--- config.mk ---
export PLATFORM = sky130hd
export DESIGN_NAME = ppa_stats
export DESIGN_NICKNAME = d
export VERILOG_FILES = /design/src/rtl/ppa_pkg.sv /design/src/rtl/ppa_stats.sv
export SDC_FILE = /design/constraint.sdc
export NUM_CORES = 1
export LEC_CHECK = 0
export BUFFER_PORTS_ARGS = -buffer_cell sky130_fd_sc_hd__clkbuf_2
export CAP_MARGIN = 40
export CORE_MARGIN = 2
export CORE_UTILIZATION = 45
export DETAILED_ROUTE_END_ITERATION = 7
export PLACE_DENSITY = 0.63
export SETUP_SLACK_MARGIN = 0.3
export SLEW_MARGIN = 20
export SYNTH_ARGS = -nofsm -noshare
export SYNTH_HDL_FRONTEND = slang
export SYNTH_SLANG_ARGS = --single-unit
--- constraint.sdc ---
create_clock -name aclk -period 9.5 [get_ports aclk]
set_input_delay 1.9 -clock aclk [delete_from_list [all_inputs] [get_ports aclk]]
set_output_delay 1.9 -clock aclk [all_outputs]
set_load 0.01 [all_outputs]
--- src/rtl/ppa_pkg.sv ---
// ----------------------------------------------------------------------------
// ppa_pkg
// shared constants, types and pad mapping helpers for the pedestal accumulator
// ----------------------------------------------------------------------------
package ppa_pkg;

    localparam int CHAMBERS_DEF          = 7;
    localparam int ROWS_DEF              = 24;
    localparam int CHIPS_PER_ROW_DEF     = 10;
    localparam int CHANNELS_PER_CHIP_DEF = 48;
    localparam int COUNT_BITS_DEF        = 16;

    localparam int          Y_SPAN         = 48;
    localparam logic [15:0] EMPTY_MEAN_Q4  = 16'd64000;
    localparam logic [15:0] EMPTY_SIGMA_Q4 = 16'd16000;

    localparam logic OP_SAMPLE  = 1'b0;
    localparam logic OP_READOUT = 1'b1;

    typedef struct packed {
        logic [15:0] mean_q4;
        logic [15:0] sigma_q4;
    } stats_result_t;

    // channel offset of a pad row within its group of six
    function automatic logic [2:0] y_to_addr(input logic [2:0] y_rem);
        logic [2:0] r;
        unique case (y_rem)
            3'd0:    r = 3'd5;
            3'd1:    r = 3'd3;
            3'd2:    r = 3'd1;
            3'd3:    r = 3'd0;
            3'd4:    r = 3'd2;
            3'd5:    r = 3'd4;
            default: r = 3'd0;
        endcase
        return r;
    endfunction

endpackage

--- src/rtl/ppa_stats.sv ---
// ----------------------------------------------------------------------------
// ppa_stats
// sequential mean and sigma unit: shift-add products, digit square root and
// restoring division, one step per cycle
// ----------------------------------------------------------------------------
module ppa_stats #(
    parameter int COUNT_BITS = ppa_pkg::COUNT_BITS_DEF
) (
    input  logic                       aclk,
    input  logic                       aresetn,
    input  logic                       start,
    input  logic [COUNT_BITS-1:0]      cnt_in,
    input  logic [COUNT_BITS+11:0]     sum_in,
    input  logic [COUNT_BITS+23:0]     sq_in,
    output logic                       done,
    output ppa_pkg::stats_result_t     result
);

    localparam int CB  = COUNT_BITS;
    localparam int SW  = 12 + CB;
    localparam int PW  = 24 + 2 * CB;
    localparam int DW  = PW + 8;
    localparam int QW  = DW / 2;
    localparam int CTW = $clog2(QW + 1);

    typedef enum logic [6:0] {
        S_IDLE = 7'b0000001,
        S_MULA = 7'b0000010,
        S_MULB = 7'b0000100,
        S_DIFF = 7'b0001000,
        S_SQRT = 7'b0010000,
        S_DIVS = 7'b0100000,
        S_DIVM = 7'b1000000
    } state_t;

    state_t           state_reg, state_next;
    logic [CTW-1:0]   cnt_reg, cnt_next;
    logic [CB-1:0]    n_reg, n_next;
    logic [SW-1:0]    s_reg, s_next;
    logic [SW-1:0]    mplr_reg, mplr_next;
    logic [PW-1:0]    mcand_reg, mcand_next;
    logic [PW-1:0]    acc_reg, acc_next;
    logic [PW-1:0]    a_reg, a_next;
    logic [DW-1:0]    dsh_reg, dsh_next;
    logic [QW:0]      rem_reg, rem_next;
    logic [QW-1:0]    root_reg, root_next;
    logic [QW-1:0]    dvd_reg, dvd_next;
    logic [CB-1:0]    drem_reg, drem_next;
    logic [QW-1:0]    quo_reg, quo_next;
    logic [15:0]      sigma_reg, sigma_next;
    logic [15:0]      mean_reg, mean_next;
    logic             done_reg, done_next;

    logic [PW-1:0]    mul_sum;
    logic [PW-1:0]    diff;
    logic [QW+2:0]    rem_sh, trial;
    logic             sq_ge;
    logic [CB:0]      div_try;
    logic             div_ge;
    logic [CB-1:0]    div_rem;
    logic [QW-1:0]    div_quo;

    assign mul_sum = acc_reg + (mplr_reg[0] ? mcand_reg : '0);
    assign diff    = (acc_reg >= a_reg) ? acc_reg - a_reg : a_reg - acc_reg;

    assign rem_sh = {rem_reg, dsh_reg[DW-1 -: 2]};
    assign trial  = (QW+3)'({root_reg, 2'b01});
    assign sq_ge  = rem_sh >= trial;

    assign div_try = {drem_reg, dvd_reg[QW-1]};
    assign div_ge  = div_try >= {1'b0, n_reg};
    assign div_rem = div_ge ? CB'(div_try - {1'b0, n_reg}) : CB'(div_try);
    assign div_quo = {quo_reg[QW-2:0], div_ge};

    always_comb begin
        state_next = state_reg;
        cnt_next   = cnt_reg;
        n_next     = n_reg;
        s_next     = s_reg;
        mplr_next  = mplr_reg;
        mcand_next = mcand_reg;
        acc_next   = acc_reg;
        a_next     = a_reg;
        dsh_next   = dsh_reg;
        rem_next   = rem_reg;
        root_next  = root_reg;
        dvd_next   = dvd_reg;
        drem_next  = drem_reg;
        quo_next   = quo_reg;
        sigma_next = sigma_reg;
        mean_next  = mean_reg;
        done_next  = 1'b0;
        unique case (state_reg)
            S_IDLE: begin
                if (start) begin
                    n_next     = cnt_in;
                    s_next     = sum_in;
                    mplr_next  = SW'(cnt_in);
                    mcand_next = PW'(sq_in);
                    acc_next   = '0;
                    cnt_next   = CTW'(CB - 1);
                    state_next = S_MULA;
                end
            end
            S_MULA: begin
                acc_next   = mul_sum;
                mplr_next  = mplr_reg >> 1;
                mcand_next = mcand_reg << 1;
                cnt_next   = cnt_reg - 1'b1;
                if (cnt_reg == '0) begin
                    a_next     = mul_sum;
                    acc_next   = '0;
                    mplr_next  = s_reg;
                    mcand_next = PW'(s_reg);
                    cnt_next   = CTW'(SW - 1);
                    state_next = S_MULB;
                end
            end
            S_MULB: begin
                acc_next   = mul_sum;
                mplr_next  = mplr_reg >> 1;
                mcand_next = mcand_reg << 1;
                cnt_next   = cnt_reg - 1'b1;
                if (cnt_reg == '0) begin
                    state_next = S_DIFF;
                end
            end
            S_DIFF: begin
                dsh_next   = {diff, 8'b0};
                rem_next   = '0;
                root_next  = '0;
                cnt_next   = CTW'(QW - 1);
                state_next = S_SQRT;
            end
            S_SQRT: begin
                rem_next  = sq_ge ? (QW+1)'(rem_sh - trial) : (QW+1)'(rem_sh);
                root_next = {root_reg[QW-2:0], sq_ge};
                dsh_next  = dsh_reg << 2;
                cnt_next  = cnt_reg - 1'b1;
                if (cnt_reg == '0) begin
                    dvd_next   = {root_reg[QW-2:0], sq_ge};
                    drem_next  = '0;
                    quo_next   = '0;
                    cnt_next   = CTW'(QW - 1);
                    state_next = S_DIVS;
                end
            end
            S_DIVS: begin
                drem_next = div_rem;
                quo_next  = div_quo;
                dvd_next  = dvd_reg << 1;
                cnt_next  = cnt_reg - 1'b1;
                if (cnt_reg == '0) begin
                    sigma_next = (|div_quo[QW-1:16]) ? 16'hFFFF : div_quo[15:0];
                    dvd_next   = QW'({s_reg, 4'b0});
                    drem_next  = '0;
                    quo_next   = '0;
                    cnt_next   = CTW'(QW - 1);
                    state_next = S_DIVM;
                end
            end
            S_DIVM: begin
                drem_next = div_rem;
                quo_next  = div_quo;
                dvd_next  = dvd_reg << 1;
                cnt_next  = cnt_reg - 1'b1;
                if (cnt_reg == '0) begin
                    mean_next  = div_quo[15:0];
                    done_next  = 1'b1;
                    state_next = S_IDLE;
                end
            end
            default: begin
                state_next = S_IDLE;
            end
        endcase
    end

    always_ff @(posedge aclk) begin
        if (!aresetn) begin
            state_reg <= S_IDLE;
            done_reg  <= 1'b0;
        end else begin
            state_reg <= state_next;
            done_reg  <= done_next;
        end
        cnt_reg   <= cnt_next;
        n_reg     <= n_next;
        s_reg     <= s_next;
        mplr_reg  <= mplr_next;
        mcand_reg <= mcand_next;
        acc_reg   <= acc_next;
        a_reg     <= a_next;
        dsh_reg   <= dsh_next;
        rem_reg   <= rem_next;
        root_reg  <= root_next;
        dvd_reg   <= dvd_next;
        drem_reg  <= drem_next;
        quo_reg   <= quo_next;
        sigma_reg <= sigma_next;
        mean_reg  <= mean_next;
    end

    assign done            = done_reg;
    assign result.mean_q4  = mean_reg;
    assign result.sigma_q4 = sigma_reg;

    a_start_idle: assert property (@(posedge aclk) disable iff (!aresetn)
        start |-> state_reg == S_IDLE)
        else $error("start while busy");

    a_start_nonzero: assert property (@(posedge aclk) disable iff (!aresetn)
        start |-> cnt_in != '0)
        else $error("start with empty pad");

    a_done_from_div: assert property (@(posedge aclk) disable iff (!aresetn)
        done |-> $past(state_reg == S_DIVM))
        else $error("done outside the mean division");

endmodule

==> reports/summary.txt <==
TIMING
-----------------------------------------------------------------------------------------
Setup clock skew after layout ..............................................    0.0256 ns
Setup WS post-layout .......................................................      4.95 ns
Period utilization .........................................................        0.479
Endpoints failing setup ....................................................            0
Total Neg Setup Slack ......................................................         0 ns
RSZ-0062 raised after global routing .......................................        false
Count of endpoints failing hold in the final timing report .................            0
Final period demand of the worst path ......................................      4.55 ns
Worst relative slew slack ..................................................        0.456
Transition at the pin with the smallest max-transition slack ...............     0.808 ns
Max Freq ...................................................................      220 MHz
Final-report max-slew violation count ......................................            0

CLOCKING
-----------------------------------------------------------------------------------------
Insertion delay to the later sink of the worst-skew pair ...................      0.64 ns
Setup repair bufs after CTS ................................................            0
Number of gates resized after CTS ..........................................            0
Clock transition at path regs ..............................................      0.06 ns
Clock tree from TritonCTS ..................................................         done
CTS Sinks ..................................................................          486
Hold Buf Count CTS .........................................................            0
H-Tree Level Count .........................................................            2
TritonCTS Buffers ..........................................................           55
Cell at the root of the clock tree .........................................    clkbuf_16
Buffers from clock root to sink, at most ...................................            3

GRT
-----------------------------------------------------------------------------------------
Number of global-route vias before repair ..................................        23200
Remaining global-route overflow ............................................            0
GRT Util Overall ...........................................................        0.230
First-pass GRT wire length .................................................       130 mm
Maximum number of pins on one net before global-route repair ...............           83
Antenna violations before repair ...........................................            1

DETAILED ROUTING
-----------------------------------------------------------------------------------------
Top routing layer in use ...................................................         met4
Post-DR vias/cell ..........................................................         5.82
Via total after detailed routing ...........................................        23500
Met3 routed WL .............................................................      4.02 mm
Count of routing violations after the opening detailed-route iteration .....         2106
Remaining DRCs .............................................................            0
Final wirelength ...........................................................      82.3 mm
Count of antenna-violating nets left after detailed routing ................            0
Wire per inst ..............................................................      20.4 um
Routed length on met1 ......................................................      36.8 mm
Number of iterations in the first detailed-routing pass ....................            7
Length of routed met2 wiring ...............................................      39.2 mm

POWER AND IR DROP
-----------------------------------------------------------------------------------------
Maximum vdd ir drop ........................................................     0.160 mV
Power density of the placed cells ..........................................  169 nW/um^2
Static Leakage .............................................................      13.7 nW

SYNTH
-----------------------------------------------------------------------------------------
Post-synth design cell area ................................................   31100 um^2
Register bit count reported by yosys .......................................          486
Number of distinct library cells after synthesis ...........................          101
Syn Nets ...................................................................         3362
Average footprint of a synthesized cell ....................................    10.2 um^2
Post-synth top cells ....................................................... 478 x edfxtp_1, 276 x a21oi_1, 256 x inv_1
Share of the yosys chip area belonging to registers ........................        0.467
Library cell with the largest summed area after synthesis ..................     edfxtp_1
Proportion of register bits with asynchronous set or reset after synthesis .            0
Top flip-flop cell by instance count after synthesis .......................     edfxtp_1
Cell types with the largest area share after synthesis ..................... edfxtp_1 46%, ha_1 8.7%, a21oi_1 4.4%
Number of flops mapped to enable cells by yosys ............................          478
Top-count cell post-synth ..................................................     edfxtp_1
Post-synthesis instance total ..............................................         3054
Share of the synthesized area in the top cell type .........................        0.462
Yosys synthesis warning count ..............................................            0

SETUP PATH
-----------------------------------------------------------------------------------------
Crit end category ..........................................................    flip-flop
Crit Path Max Fanout .......................................................           37
Arrival @ worst endpoint ...................................................      4.90 ns
Internal reg-to-reg setup slack ............................................      4.95 ns
Sort of element at the start of the critical path ..........................    flip-flop
Kind of critical path ...................................................... flip-flop to flip-flop
Data required time at the worst endpoint ...................................      9.85 ns

FLOORPLAN
-----------------------------------------------------------------------------------------
Area of the die ............................................................   71100 um^2
Vertical extent of the die .................................................       267 um
Number of top-level design ports ...........................................          120
Overall die width ..........................................................       267 um
Number of core rows ........................................................           96
Core area ..................................................................   68500 um^2
Initial core utilization ...................................................        0.454

MIN PATH
-----------------------------------------------------------------------------------------
Class of the tightest hold or removal check ................................ flip-flop to flip-flop

PLACEMENT
-----------------------------------------------------------------------------------------
Worst slack at placement ...................................................      4.94 ns
Buffers on Ports ...........................................................          119
HPWL after detailed placement ..............................................      61.5 mm
Final RePlAce weighted congestion ..........................................        0.925

FLOW RUN
-----------------------------------------------------------------------------------------
Max-cap violations .........................................................            0

LAYOUT
-----------------------------------------------------------------------------------------
Final-layout fill cell count ...............................................         6304
Sequential standard cell area ..............................................   14500 um^2
Footprint of the multi-input gates .........................................   14900 um^2
Count of nets after finishing ..............................................         3414
Antenna diodes .............................................................            0
Layout overhead on the synthesized area ....................................        10.6%
Share of post-route cells with drive strength above 1 ......................       0.0997

OUTCOME
-----------------------------------------------------------------------------------------
Result of the run ..........................................................    completed

## cells by family (layout without fill, tap and decap cells)
kind of cell,count (synthesis),count (layout),synth area share
AND/OR/NAND/NOR,868,868,0.140
AO/OA/AOI/OAI,864,864,0.188
flip-flops,486,486,0.467
buffers and inverters,411,507,0.0549
adder cells (fa/ha/maj),221,221,0.0900
XOR/XNOR,155,155,0.0437
multiplexers,49,49,0.0161
## per-stage QoR
step	std cells	instance area, um^2	util	hold slack (ns)	power (mW)
2_1_floorplan	3054	31100	-	0.433	3.32
3_3_place_gp	3923	32300	0.471	0.444	3.58
3_5_place_dp	3928	32400	0.473	0.455	3.60
4_1_cts	4029	34300	0.501	0.467	5.83
5_1_grt	4032	34400	0.502	0.479	6.03
6_report	4032	34400	0.502	0.466	5.79
## report_power, final
part           switching [mW]  internal (mW)
sequential             0.0642           2.48
combinational           0.634          0.391
clock                   0.933           1.29
## layout by cell type (no fill, tap or decap), types with 24 or more instances in the layout
cell / netlist / layout
a31oi_1: 31 / 31
inv_1: 256 / 256
xnor2_1: 96 / 96
nand3_1: 45 / 45
clkbuf_2: 1 / 120
o21ai_0: 140 / 140
mux2i_1: 43 / 42
a21oi_1: 276 / 275
nand4_1: 55 / 55
a21o_1: 115 / 115
a222oi_1: 40 / 40
a221o_1: 33 / 33
a22o_1: 27 / 27
nor3_1: 32 / 32
nand2_1: 168 / 167
nor2_1: 255 / 251
o21bai_1: 24 / 24
o21a_1: 25 / 25
a211oi_1: 25 / 25
xor2_1: 59 / 59
clkbuf_16: 0 / 55
and2_1: 183 / 182
ha_1: 217 / 217
edfxtp_1: 478 / 478
## layout make-up
| cell class | instances | share of cell area |
|---|---|---|
| sequential | 486 | 0.422 |
| inverter | 257 | 0.0281 |
| timing repair buffer | 149 | 0.0279 |
| clock buffer | 59 | 0.0405 |
| multi-input combinational | 2157 | 0.435 |
| tap | 882 | 0.0321 |
| clock inverter | 42 | 0.0144 |
## critical path, cell delays in order, from the launching register on
cell      delay (ns)
edfxtp_1        0.41
inv_1           0.06
ha_1            0.53
nand4_1         0.30
nor4_1          0.61
and4_1          0.35
nor3_2          0.07
o221ai_2        0.28
or2_2           0.45
buf_4           0.51
a211oi_1        0.13
o31ai_1         0.32
xnor2_1         0.16
o21ai_1         0.07
## layer usage
metal | GRT usage | vias to the layer above
met3 | 0.0268 | 124
met1 | 0.313 | 11500
met2 | 0.388 | 617
met4 | 0.0659 | 0
li1 | - | 11300
met5 | 0 | -
## worst paths after layout
check	start	endpoint	cells after the start
worst min-delay path	quo_reg[1]	mean_reg[2]	0
worst max-delay path	acc_reg[45]	dsh_reg[63]	13
worst max register to register	acc_reg[45]	dsh_reg[63]	13
worst min register to register	quo_reg[1]	mean_reg[2]	0
No activity file was read; power rests on OpenSTA's default activity.
